File: src/sv/bcre_pkg.sv
// types and constants shared by the button click/repeat event block
package bcre_pkg;

    localparam int unsigned TIME_W = 32;
    localparam int unsigned CFG_W  = 16;
    localparam int unsigned ADDR_W = 2;

    // configuration register indexes
    localparam logic [ADDR_W-1:0] CFG_DEBOUNCE     = 2'd0;
    localparam logic [ADDR_W-1:0] CFG_DOUBLE_CLICK = 2'd1;
    localparam logic [ADDR_W-1:0] CFG_REPEAT_DELAY = 2'd2;
    localparam logic [ADDR_W-1:0] CFG_REPEAT_INTVL = 2'd3;

    // reset values of the configuration registers
    localparam logic [CFG_W-1:0] RST_DEBOUNCE     = 16'd20;
    localparam logic [CFG_W-1:0] RST_DOUBLE_CLICK = 16'd500;
    localparam logic [CFG_W-1:0] RST_REPEAT_DELAY = 16'd1000;
    localparam logic [CFG_W-1:0] RST_REPEAT_INTVL = 16'd250;

    // input kinds and buttons
    localparam logic KIND_EDGE = 1'b0;
    localparam logic KIND_TICK = 1'b1;
    localparam logic BTN_A     = 1'b0;
    localparam logic BTN_B     = 1'b1;
    localparam logic LVL_DOWN  = 1'b1;

    typedef enum logic [1:0] {
        MSG_DOWN   = 2'd0,
        MSG_UP     = 2'd1,
        MSG_DBL    = 2'd2,
        MSG_REPEAT = 2'd3
    } t_msg;

    typedef struct packed {
        logic [CFG_W-1:0] debounce_ms;
        logic [CFG_W-1:0] double_click_ms;
        logic [CFG_W-1:0] repeat_delay_ms;
        logic [CFG_W-1:0] repeat_interval_ms;
    } t_cfg;

    // one classified request: first message plus a flag for a trailing double click
    typedef struct packed {
        t_msg              msg;
        logic              button;
        logic [TIME_W-1:0] held_ms;
        logic              dbl;
    } t_job;

    typedef struct packed {
        logic full;
        logic empty;
    } t_q_status;

endpackage

File: src/sv/button_click_repeat_events_core.sv
// top level of the two-button click, double-click and auto-repeat message generator
//
// Each request is either a timestamped edge of button A or B or a repeat-check tick.
// The front end takes one request every cycle while its queue has room: it applies the
// shared debounce lockout, updates the button state and classifies the request in the
// same cycle, so state never lags the next request. Requests that produce messages go
// into a short queue (QUEUE_DEPTH entries). The back end drains the queue into a
// registered output stage, one message per cycle unless the output stalls: most requests
// give one message there, an A release that also completes a double click gives two
// (up, then double click). Sustained rate is one request per cycle while the output is
// accepted, lower for a stream of double clicks. Rejected edges and ticks that fire no
// repeat produce nothing. Each message passes the queue, then the output register.
// Configuration writes take effect on the next request and should be made while idle.
module button_click_repeat_events_core #(
    parameter int unsigned QUEUE_DEPTH = 2
) (
    input  logic                          i_clk,
    input  logic                          i_rst_n,
    // configuration write port
    input  logic                          i_cfg_wr_en,
    input  logic [bcre_pkg::ADDR_W-1:0]   i_cfg_addr,
    input  logic [bcre_pkg::CFG_W-1:0]    i_cfg_wdata,
    // request side
    input  logic                          s_axis_tvalid,
    output logic                          s_axis_tready,
    input  logic [39:0]                   s_axis_tdata,  // pin_level[0], time_ms[32:1], zero
    input  logic [1:0]                    s_axis_tuser,  // kind[0], which_button[1]
    // message side
    output logic                          m_axis_tvalid,
    input  logic                          m_axis_tready,
    output logic [31:0]                   m_axis_tdata,  // held_ms[31:0]
    output logic [2:0]                    m_axis_tuser,  // message[1:0], button[2]
    output logic                          m_axis_tlast
);

    bcre_pkg::t_cfg      r_cfg;
    bcre_pkg::t_job      push_job, head_job;
    bcre_pkg::t_q_status q_status;
    bcre_pkg::t_msg      out_msg;
    logic                push, pop, out_button;

    // configuration registers, all 16 bits
    always_ff @(posedge i_clk) begin
        if (!i_rst_n) begin
            r_cfg.debounce_ms        <= bcre_pkg::RST_DEBOUNCE;
            r_cfg.double_click_ms    <= bcre_pkg::RST_DOUBLE_CLICK;
            r_cfg.repeat_delay_ms    <= bcre_pkg::RST_REPEAT_DELAY;
            r_cfg.repeat_interval_ms <= bcre_pkg::RST_REPEAT_INTVL;
        end else if (i_cfg_wr_en) begin
            case (i_cfg_addr)
                bcre_pkg::CFG_DEBOUNCE:     r_cfg.debounce_ms        <= i_cfg_wdata;
                bcre_pkg::CFG_DOUBLE_CLICK: r_cfg.double_click_ms    <= i_cfg_wdata;
                bcre_pkg::CFG_REPEAT_DELAY: r_cfg.repeat_delay_ms    <= i_cfg_wdata;
                bcre_pkg::CFG_REPEAT_INTVL: r_cfg.repeat_interval_ms <= i_cfg_wdata;
                default: ;
            endcase
        end
    end

    // classify and update button state
    bcre_front u_front (
        .i_clk          (i_clk),
        .i_rst_n        (i_rst_n),
        .i_cfg          (r_cfg),
        .i_valid        (s_axis_tvalid),
        .i_kind         (s_axis_tuser[0]),
        .i_which_button (s_axis_tuser[1]),
        .i_pin_level    (s_axis_tdata[0]),
        .i_time_ms      (s_axis_tdata[32:1]),
        .i_q_full       (q_status.full),
        .o_ready        (s_axis_tready),
        .o_push         (push),
        .o_job          (push_job)
    );

    // decouples classification from message delivery
    bcre_queue #(
        .DEPTH (QUEUE_DEPTH)
    ) u_queue (
        .i_clk    (i_clk),
        .i_rst_n  (i_rst_n),
        .i_push   (push),
        .i_job    (push_job),
        .i_pop    (pop),
        .o_job    (head_job),
        .o_status (q_status)
    );

    // message expansion and output register
    bcre_back u_back (
        .i_clk     (i_clk),
        .i_rst_n   (i_rst_n),
        .i_job     (head_job),
        .i_q_empty (q_status.empty),
        .o_pop     (pop),
        .o_tvalid  (m_axis_tvalid),
        .i_tready  (m_axis_tready),
        .o_msg     (out_msg),
        .o_button  (out_button),
        .o_held_ms (m_axis_tdata),
        .o_last    (m_axis_tlast)
    );

    assign m_axis_tuser = {out_button, out_msg};

endmodule

File: src/sv/bcre_front.sv
// front end: debounce lockout, button state and classification of each request
module bcre_front (
    input  logic                       i_clk,
    input  logic                       i_rst_n,
    input  bcre_pkg::t_cfg             i_cfg,
    input  logic                       i_valid,
    input  logic                       i_kind,
    input  logic                       i_which_button,
    input  logic                       i_pin_level,
    input  logic [bcre_pkg::TIME_W-1:0] i_time_ms,
    input  logic                       i_q_full,
    output logic                       o_ready,
    output logic                       o_push,
    output bcre_pkg::t_job             o_job
);

    logic [bcre_pkg::TIME_W-1:0] r_last_edge, n_last_edge;
    logic                        r_a_pending, n_a_pending;
    logic [bcre_pkg::TIME_W-1:0] r_a_release, n_a_release;
    logic                        r_b_held, n_b_held;
    logic [bcre_pkg::TIME_W-1:0] r_b_press, n_b_press;
    logic [bcre_pkg::TIME_W-1:0] r_b_repeat, n_b_repeat;

    logic [bcre_pkg::TIME_W-1:0] dt_edge, dt_a, dt_press, dt_repeat;
    logic                        accept, edge_ok, repeat_ok;

    assign o_ready = !i_q_full;
    assign accept  = i_valid && o_ready;

    // all differences are modulo 2^32
    assign dt_edge   = i_time_ms - r_last_edge;
    assign dt_a      = i_time_ms - r_a_release;
    assign dt_press  = i_time_ms - r_b_press;
    assign dt_repeat = i_time_ms - r_b_repeat;

    assign edge_ok = dt_edge > {16'd0, i_cfg.debounce_ms};
    assign repeat_ok = r_b_held
                    && (dt_press >= {16'd0, i_cfg.repeat_delay_ms})
                    && (dt_repeat >= {16'd0, i_cfg.repeat_interval_ms});

    always_comb begin
        n_last_edge = r_last_edge;
        n_a_pending = r_a_pending;
        n_a_release = r_a_release;
        n_b_held    = r_b_held;
        n_b_press   = r_b_press;
        n_b_repeat  = r_b_repeat;
        o_push      = 1'b0;
        o_job.msg     = bcre_pkg::MSG_DOWN;
        o_job.button  = bcre_pkg::BTN_A;
        o_job.held_ms = '0;
        o_job.dbl     = 1'b0;
        if (accept) begin
            if (i_kind == bcre_pkg::KIND_TICK) begin
                if (repeat_ok) begin
                    o_push        = 1'b1;
                    o_job.msg     = bcre_pkg::MSG_REPEAT;
                    o_job.button  = bcre_pkg::BTN_B;
                    o_job.held_ms = dt_press;
                    n_b_repeat    = i_time_ms;
                end
            end else if (edge_ok) begin
                n_last_edge = i_time_ms;
                if (i_which_button == bcre_pkg::BTN_A) begin
                    o_push = 1'b1;
                    if (i_pin_level == bcre_pkg::LVL_DOWN) begin
                        o_job.msg = bcre_pkg::MSG_DOWN;
                    end else begin
                        o_job.msg = bcre_pkg::MSG_UP;
                        if (r_a_pending && (dt_a < {16'd0, i_cfg.double_click_ms})) begin
                            o_job.dbl   = 1'b1;
                            n_a_pending = 1'b0;
                        end else begin
                            n_a_pending = 1'b1;
                            n_a_release = i_time_ms;
                        end
                    end
                end else begin
                    if (i_pin_level == bcre_pkg::LVL_DOWN) begin
                        if (!r_b_held) begin
                            n_b_held   = 1'b1;
                            n_b_press  = i_time_ms;
                            n_b_repeat = i_time_ms;
                        end
                    end else if (r_b_held) begin
                        n_b_held     = 1'b0;
                        o_push       = 1'b1;
                        o_job.msg    = bcre_pkg::MSG_UP;
                        o_job.button = bcre_pkg::BTN_B;
                    end
                end
            end
        end
    end

    always_ff @(posedge i_clk) begin
        if (!i_rst_n) begin
            r_last_edge <= '0;
            r_a_pending <= 1'b0;
            r_a_release <= '0;
            r_b_held    <= 1'b0;
            r_b_press   <= '0;
            r_b_repeat  <= '0;
        end else begin
            r_last_edge <= n_last_edge;
            r_a_pending <= n_a_pending;
            r_a_release <= n_a_release;
            r_b_held    <= n_b_held;
            r_b_press   <= n_b_press;
            r_b_repeat  <= n_b_repeat;
        end
    end

endmodule

File: src/sv/bcre_queue.sv
// small register queue of classified requests between front and back
module bcre_queue #(
    parameter int unsigned DEPTH = 2
) (
    input  logic                i_clk,
    input  logic                i_rst_n,
    input  logic                i_push,
    input  bcre_pkg::t_job      i_job,
    input  logic                i_pop,
    output bcre_pkg::t_job      o_job,
    output bcre_pkg::t_q_status o_status
);

    localparam int unsigned PTR_W = (DEPTH > 1) ? $clog2(DEPTH) : 1;
    localparam int unsigned CNT_W = $clog2(DEPTH + 1);
    localparam logic [PTR_W-1:0] LAST_PTR = PTR_W'(DEPTH - 1);
    localparam logic [CNT_W-1:0] FULL_CNT = CNT_W'(DEPTH);

    bcre_pkg::t_job   r_mem [DEPTH];
    logic [PTR_W-1:0] r_wr_ptr, r_rd_ptr;
    logic [CNT_W-1:0] r_count;
    logic             do_push, do_pop;

    assign o_status.full  = (r_count == FULL_CNT);
    assign o_status.empty = (r_count == '0);
    assign do_push = i_push && !o_status.full;
    assign do_pop  = i_pop && !o_status.empty;
    assign o_job   = r_mem[r_rd_ptr];

    always_ff @(posedge i_clk) begin
        if (do_push) begin
            r_mem[r_wr_ptr] <= i_job;
        end
    end

    always_ff @(posedge i_clk) begin
        if (!i_rst_n) begin
            r_wr_ptr <= '0;
            r_rd_ptr <= '0;
            r_count  <= '0;
        end else begin
            if (do_push) begin
                r_wr_ptr <= (r_wr_ptr == LAST_PTR) ? '0 : r_wr_ptr + 1'b1;
            end
            if (do_pop) begin
                r_rd_ptr <= (r_rd_ptr == LAST_PTR) ? '0 : r_rd_ptr + 1'b1;
            end
            if (do_push && !do_pop) begin
                r_count <= r_count + 1'b1;
            end else if (do_pop && !do_push) begin
                r_count <= r_count - 1'b1;
            end
        end
    end

endmodule

File: src/sv/bcre_back.sv
// back end: expands each queued request into one or two messages in an output register
module bcre_back (
    input  logic                        i_clk,
    input  logic                        i_rst_n,
    input  bcre_pkg::t_job              i_job,
    input  logic                        i_q_empty,
    output logic                        o_pop,
    output logic                        o_tvalid,
    input  logic                        i_tready,
    output bcre_pkg::t_msg              o_msg,
    output logic                        o_button,
    output logic [bcre_pkg::TIME_W-1:0] o_held_ms,
    output logic                        o_last
);

    logic                        r_valid, n_valid;
    logic                        r_dbl_due, n_dbl_due;
    bcre_pkg::t_msg              r_msg, n_msg;
    logic                        r_button, n_button;
    logic [bcre_pkg::TIME_W-1:0] r_held, n_held;
    logic                        r_last, n_last;
    logic                        slot_free;

    assign slot_free = !r_valid || i_tready;

    always_comb begin
        n_valid   = r_valid;
        n_dbl_due = r_dbl_due;
        n_msg     = r_msg;
        n_button  = r_button;
        n_held    = r_held;
        n_last    = r_last;
        o_pop     = 1'b0;
        if (slot_free) begin
            if (r_dbl_due) begin
                n_valid   = 1'b1;
                n_dbl_due = 1'b0;
                n_msg     = bcre_pkg::MSG_DBL;
                n_button  = bcre_pkg::BTN_A;
                n_held    = '0;
                n_last    = 1'b1;
            end else if (!i_q_empty) begin
                o_pop     = 1'b1;
                n_valid   = 1'b1;
                n_dbl_due = i_job.dbl;
                n_msg     = i_job.msg;
                n_button  = i_job.button;
                n_held    = i_job.held_ms;
                n_last    = !i_job.dbl;
            end else begin
                n_valid = 1'b0;
            end
        end
    end

    always_ff @(posedge i_clk) begin
        if (!i_rst_n) begin
            r_valid   <= 1'b0;
            r_dbl_due <= 1'b0;
        end else begin
            r_valid   <= n_valid;
            r_dbl_due <= n_dbl_due;
        end
    end

    always_ff @(posedge i_clk) begin
        r_msg    <= n_msg;
        r_button <= n_button;
        r_held   <= n_held;
        r_last   <= n_last;
    end

    assign o_tvalid  = r_valid;
    assign o_msg     = r_msg;
    assign o_button  = r_button;
    assign o_held_ms = r_held;
    assign o_last    = r_last;

endmodule
File: config.mk
export PLATFORM = sky130hd
export DESIGN_NAME = button_click_repeat_events_core
export DESIGN_NICKNAME = d
export VERILOG_FILES = /design/src/sv/bcre_pkg.sv /design/src/sv/button_click_repeat_events_core.sv /design/src/sv/bcre_front.sv /design/src/sv/bcre_queue.sv /design/src/sv/bcre_back.sv
export SDC_FILE = /design/constraint.sdc
export NUM_CORES = 1
export LEC_CHECK = 0
export BUFFER_PORTS_ARGS = -buffer_cell sky130_fd_sc_hd__buf_2
export CAP_MARGIN = 0
export CELL_PAD_IN_SITES_DETAIL_PLACEMENT = 0
export CELL_PAD_IN_SITES_GLOBAL_PLACEMENT = 1
export CORE_ASPECT_RATIO = 1.1
export CORE_MARGIN = 4
export CORE_UTILIZATION = 43
export CTS_CLUSTER_DIAMETER = 120
export CTS_CLUSTER_SIZE = 14
export DETAILED_ROUTE_END_ITERATION = 16
export GPL_ROUTABILITY_DRIVEN = 0
export PLACE_DENSITY = 0.75
export SETUP_SLACK_MARGIN = 0.3
export SYNTH_ARGS = -nofsm -noshare
export SYNTH_HDL_FRONTEND = slang
export SYNTH_HIERARCHICAL = 1
export SYNTH_SLANG_ARGS = --single-unit
File: constraint.sdc
create_clock -name i_clk -period 18.3 [get_ports i_clk]
set_input_delay 4.575 -clock i_clk [delete_from_list [all_inputs] [get_ports i_clk]]
set_output_delay 4.575 -clock i_clk [all_outputs]
set_load 0.02 [all_outputs]
# Yosys cells after proc, flatten, opt, wreduce, memory -nomap -nowiden
# Memories as Yosys holds them, arrays and structs flattened. A register that Yosys moved wholly into a read port is not among the register bits.
# Index checks and enable logic that the tools add are counted.
# totals
reg_bits,236
ramBits,72
input_bits,65
elab_cells,124
memories,1
# op_classes
n_addsub,8
order_cmp,4
n_eq_ne,7
mux,48
n_bitwise,5
reduce_logical,32
# mem_list
memory,depth,width,rd,rd_clocked_by_memory_dff,write_ports,line,text
u_queue.r_mem,2,36,1,1,1,bcre_queue.sv:19,bcre_pkg::t_job r_mem [DEPTH];
# ops
operator,n
32-bit two-way mux,8
32-bit subtractor,4
32-bit by 16-bit greater-or-equal comparator with 1-bit output,2
36-bit two-way mux,1
35-bit two-way mux,1
32-bit by 16-bit greater-than comparator with 1-bit output,1
32-bit by 16-bit < comparator with 1-bit output,1
1-bit two-way mux,30
6-bit AND reduction,3
2-bit two-way mux,5
2-bit AND reduction,5
3-bit two-way mux,3
1-bit logical AND,8
2-bit nonzero test,4
2-bit equality test (second input constant),3
1-bit logical NOT,6
1-bit NOT,5
5-bit AND reduction,1
2-bit logical NOT,2
2-bit != test (second input constant),2
4-bit AND reduction,1
3-bit AND reduction,1
1-bit adder (second input constant),2
2-bit by 1-bit adder with 2-bit output (second input constant),1
other kinds (4),4

# Logic depth before layout (Yosys ltp)
# depth
ltp_word,12
ltp_mapped,29
ltp_nobuf,29

# Cells and area by module
# The synthesis kept the hierarchy.
# by_module_without_submodules
module,n_inst,cells_per_inst,area_per_inst_um2,seq_area_each_um2
bcre_front,1,2034,14332.5,2602.5
bcre_queue,1,137,2829.0,2262.2
button_click_repeat_events_core,1,243,2553.7,1281.2
bcre_back,1,87,1435.1,1121.1

# Worst setup path after synthesis
# No wires, ideal clock.
# synth_path
kind,in2reg
from,input s_axis_tdata[1]
to,memory u_queue/r_mem[0][0] (netlist bit) (enable)
setup_time_ps,424
arrival_ps,9359
setup_slack_ps,8516
cell_stages,25
n_path_buf,0
cell_sequence,inv_1 > ha_1 > inv_1 > fa_1 > a21oi_1 > o211ai_2 > a21oi_1 > nor2_1 > nor2_1 > o21ai_0 > xor2_1 > ha_1 > nand4_1 > nor3_1 > a21boi_0 > a2111oi_0 > a22oi_1 > nor4_1 > nand4_1 > nor4_4 > nand2_1 > nand3b_1 > a21oi_1 > inv_1 > nor3_2
# synth_between
elab_chain_cells,10
word_cells_on_any_way,15
classes_between,add/sub (3); order compare (3); mux (6); reduce/logical (3)
# synth_lines
element,line,text
from (decl),button_click_repeat_events_core.sv:26,"input logic [39:0] s_axis_tdata,"
32-bit subtractor,bcre_front.sv:33,assign dt_press = i_time_ms - r_b_press;
32-bit by 16-bit greater-or-equal comparator with 1-bit output,bcre_front.sv:38,"&& (dt_press >= {16'd0, i_cfg.repeat_delay_ms})"
1-bit logical AND,bcre_front.sv:38,
1-bit logical AND,bcre_front.sv:39,"&& (dt_repeat >= {16'd0, i_cfg.repeat_interval_ms});"
1-bit two-way mux,bcre_front.sv:55,if (repeat_ok) begin
1-bit two-way mux *,bcre_front.sv:54,if (i_kind == bcre_pkg::KIND_TICK) begin
1-bit two-way mux *,bcre_front.sv:53,if (accept) begin
via push,button_click_repeat_events_core.sv:40,"logic push, pop, out_button;"
1-bit logical AND *,bcre_queue.sv:26,assign do_push = i_push && !o_status.full;
1-bit two-way mux *,bcre_queue.sv:31,if (do_push) begin
1-bit two-way mux (implied by the code) *,bcre_queue.sv:32,r_mem[r_wr_ptr] <= i_job;
to (decl),bcre_queue.sv:19,
# Mark *: on every way through the listed nets, which the timed path passes. The rest lies on a longest branch.

==> impl_metrics.json <==
{
  "run_status": "finished, final reports clean",
  "rrSetupSlack_ns": 11.82,
  "wl_per_cell_um": 16.9,
  "whs_ns": 0.455,
  "r2r_end": "u_queue/r_mem[1][25]",
  "p_int_mw": 1.24,
  "io_buffers": 95,
  "tns_ns": 0,
  "grt_pass1_vias": 17000,
  "drive_above_1_share_pct": 8.60,
  "drv_cap": 0,
  "syn_inst": 2501,
  "synth_top_area_share_pct": 19.0,
  "finClkSkew_ns": 0.0256,
  "synth-edff-count": 108,
  "crit_family": "compound AO/OA/AOI/OAI gates",
  "cp_cell_sequence": "buf_2, ha_1, nor2b_1, o2111ai_1, a31oi_1, a211oi_1, o21ai_0, xor2_1, ha_1, a21oi_1, nor2b_1, o21ai_0, o211ai_1, a2111oi_0, nand4_1, or4_1, nor3_1, nand4_1, nand4_2, buf_4, inv_2, and2_1",
  "hold_viol_final": 0,
  "htreeDepth": 1,
  "peakVddDrop_mv": 0.0729,
  "cpPeakStageDelay_ns": 0.64,
  "insertion_delay_ns": 0.58,
  "syn_nets": 2758,
  "final_util_pct": 46.9,
  "rr_startpoint": "u_front/r_b_repeat[1]",
  "nets": 2770,
  "end_kind": "flip-flop",
  "synth_warnings": 6,
  "synth_area_leaders": "dfxtp_1 19%, edfxtp_1 15%, ha_1 11%",
  "syn_avg_cell_area_um2": 8.46,
  "via_per_inst": 5.44,
  "dieWidth_um": 219,
  "grt_max_degree": 83,
  "synthArstFlopShare_pct": 0,
  "clkTransAtPathRegs_ns": 0.07,
  "dp_hpwl_um": 41100,
  "post-route-cell-area_um2": 22600,
  "pwr-share-comb_pct": 29.0,
  "rows": 84,
  "ctsResizeCount": 0,
  "dp.cells": 3130,
  "cts_tree": "done",
  "slew_headroom_pct": 29.6,
  "rsz0062_at_grt": "no",
  "finalCriticalPeriod_ns": 10.38,
  "hold_buffers": 0,
  "ios": 103,
  "fin_cells": 3171,
  "synth_top_area_cell": "dfxtp_1",
  "hold_path_depth": 2,
  "power_density_nw_per_um2": 81.6,
  "syn_area_um2": 21200,
  "p_sw_share_pct": 32.8,
  "worstPathArrival_ns": 10.69,
  "p_seq_share_pct": 43.1,
  "initial_core_util_pct": 43.8,
  "die-area_um2": 52800,
  "first_iter_violations": 860,
  "antenna_found_initial": 4,
  "cts_max_path_buffers": 3,
  "crit_buf_inv": 3,
  "critPathMaxFanout": 52,
  "fp.dieH_um": 241,
  "slowest_stage": "a211oi_1",
  "grt_pass1_wl_um": 85700,
  "worstRegToRegCells": 22,
  "route.detailed.drc": 0,
  "finalCritPeriodShare_pct": 56.7,
  "postPlaceCellArea_um2": 21900,
  "power_switching_mw": 0.606,
  "crit_type": "input pin to flip-flop",
  "hp-start": "u_front/r_b_press[25]",
  "drt_first_pass_iters": 5,
  "grt_use_total_pct": 19.8,
  "syn_to_final_growth_pct": 6.99,
  "yosysSeqAreaShare_pct": 34.4,
  "min_to": "u_front/r_b_press[25]",
  "min_path_type": "flip-flop to flip-flop",
  "vias": 17300,
  "fmaxAchievable_ghz": 0.0963,
  "cts.sinks": 309,
  "worst_pin_slew_ns": 1.05,
  "worst_ep_required_time_ns": 18.62,
  "pwr-share-clk_pct": 27.9,
  "setup_viol": 0,
  "ys_ff_latch": 309,
  "ys.flop_type": "dfxtp_1",
  "overflow": 0,
  "core_area_um2": 48200,
  "slew_violations": 0,
  "synth_cell_type_count": 95,
  "routed_wl_um": 53500,
  "startpoint_type": "input pin",
  "cts_buffers": 26,
  "drtAntennaViolNets": 0,
  "root_buffer": "clkbuf_16",
  "p_leak_nw": 8.93,
  "postCtsSetupRepairBufs": 0
}
-- cell usage after synthesis (28+ instances only) --
cell / instances
nor2_1: 179
a21o_1: 32
clkbuf_1: 66
nand2_1: 305
nand4_1: 41
edfxtp_1: 108
dfxtp_1: 201
mux2i_1: 104
xor2_1: 44
nor3_1: 35
and2_1: 28
mux2_2: 41
xnor2_1: 56
inv_1: 210
a21oi_1: 249
nor2b_1: 77
o21ai_1: 45
ha_1: 188
o21ai_0: 90
nand3_1: 69
-- cells in the final DEF, fill, tap and decap left out, types with 9 or more instances in the layout --
cell type and instances:
nor3_1 35, and2_1 28, o21ai_1 45, xor2_1 44, nand2_1 305, a211oi_1 13, o21a_1 20, o211ai_1 22
edfxtp_1 108, clkbuf_16 26, mux2_2 41, and3_1 10, or3_1 9, xnor2_1 56, clkbuf_1 11, nand4_1 41
buf_2 94, buf_4 12, nor2_1 179, a21o_1 32, a31oi_1 19, o21ai_0 90, dfxtp_1 201, ha_1 188
o21bai_1 9, nand2b_1 27, inv_1 210, nor2b_1 77, mux2i_1 104, a21oi_1 248, nand3_1 69
-- final cells by class --
cell class / count / area [um^2]
Timing Repair Buffer: 106 / 561
Fill cell: 4795 / 25600
Sequential cell: 309 / 7270
Tap cell: 645 / 807
Clock inverter: 2 / 32.5
Clock buffer: 37 / 692
Antenna cell: 2 / 5.00
Inverter: 213 / 800
Multi-Input combinational cell: 1857 / 12500
-- flip-flops by register name, summed over array words and instances, names as in the netlist, 32 cells and up, named ones only --
name	cells
u_queue/r_mem	72
r_cfg	64
u_front/r_b_press	32
u_front/r_b_repeat	32
u_back/o_held_ms	32
u_front/r_a_release	32
u_front/r_last_edge	32
-- power by group through the flow --
stage / Clock, mW / Sequential (mW) / Combinational, mW
finish: 0.515 / 0.796 / 0.535
global placement: 0 / 0.810 / 0.527
CTS: 0.537 / 0.796 / 0.538
global route: 0.557 / 0.801 / 0.597
detailed placement: 0 / 0.812 / 0.536
floorplan: 0 / 0.849 / 0.357
-- per-layer routing --
layer	GRT usage (%)	routed length, um
met2	35.5	25900
met5	0	34
met1	24.9	23600
met3	1.80	1900
met4	7.01	2010
-- how the worst max path moves through the flow --
stage,from,endpoint,cells past startpoint
floorplan,s_axis_tdata[1],u_queue/r_mem[0][0],25
global placement,s_axis_tdata[1],u_front/r_a_release[1],26
detailed placement,s_axis_tdata[1],u_front/r_a_release[21],26
CTS,s_axis_tdata[1],u_front/r_a_release[21],26
global route,s_axis_tdata[1],u_front/r_a_release[13],26
finish,s_axis_tdata[2],u_queue/r_mem[1][25],22
-- stage by stage --
| stage | power, mW | setup slack (ns) |
|---|---|---|
| floorplan | 1.21 | 8.52 |
| global placement | 1.34 | 7.37 |
| detailed placement | 1.35 | 7.28 |
| CTS | 1.87 | 7.91 |
| global route | 1.96 | 7.48 |
| finish | 1.85 | 7.92 |
-- worst register-to-register path: cells and delay by family, from the launching register on --
family          cells  cell delay [ns]
compound gates      8             2.30
simple gates        8             1.64
buf+inv             3             1.11
fa+ha+maj           2             0.59
flops               1             0.33
xor+xnor            1             0.24
-- cell families after synthesis --
kind of cell | synth area share [%]
AND/OR/NAND/NOR | 19.0
AO/OA/AOI/OAI | 17.1
buffers and inverters | 6.80
flip-flops | 34.4
adder cells (fa/ha/maj) | 11.5
XOR/XNOR | 4.14
multiplexers | 7.10
No activity file was read; power rests on OpenSTA's default activity.
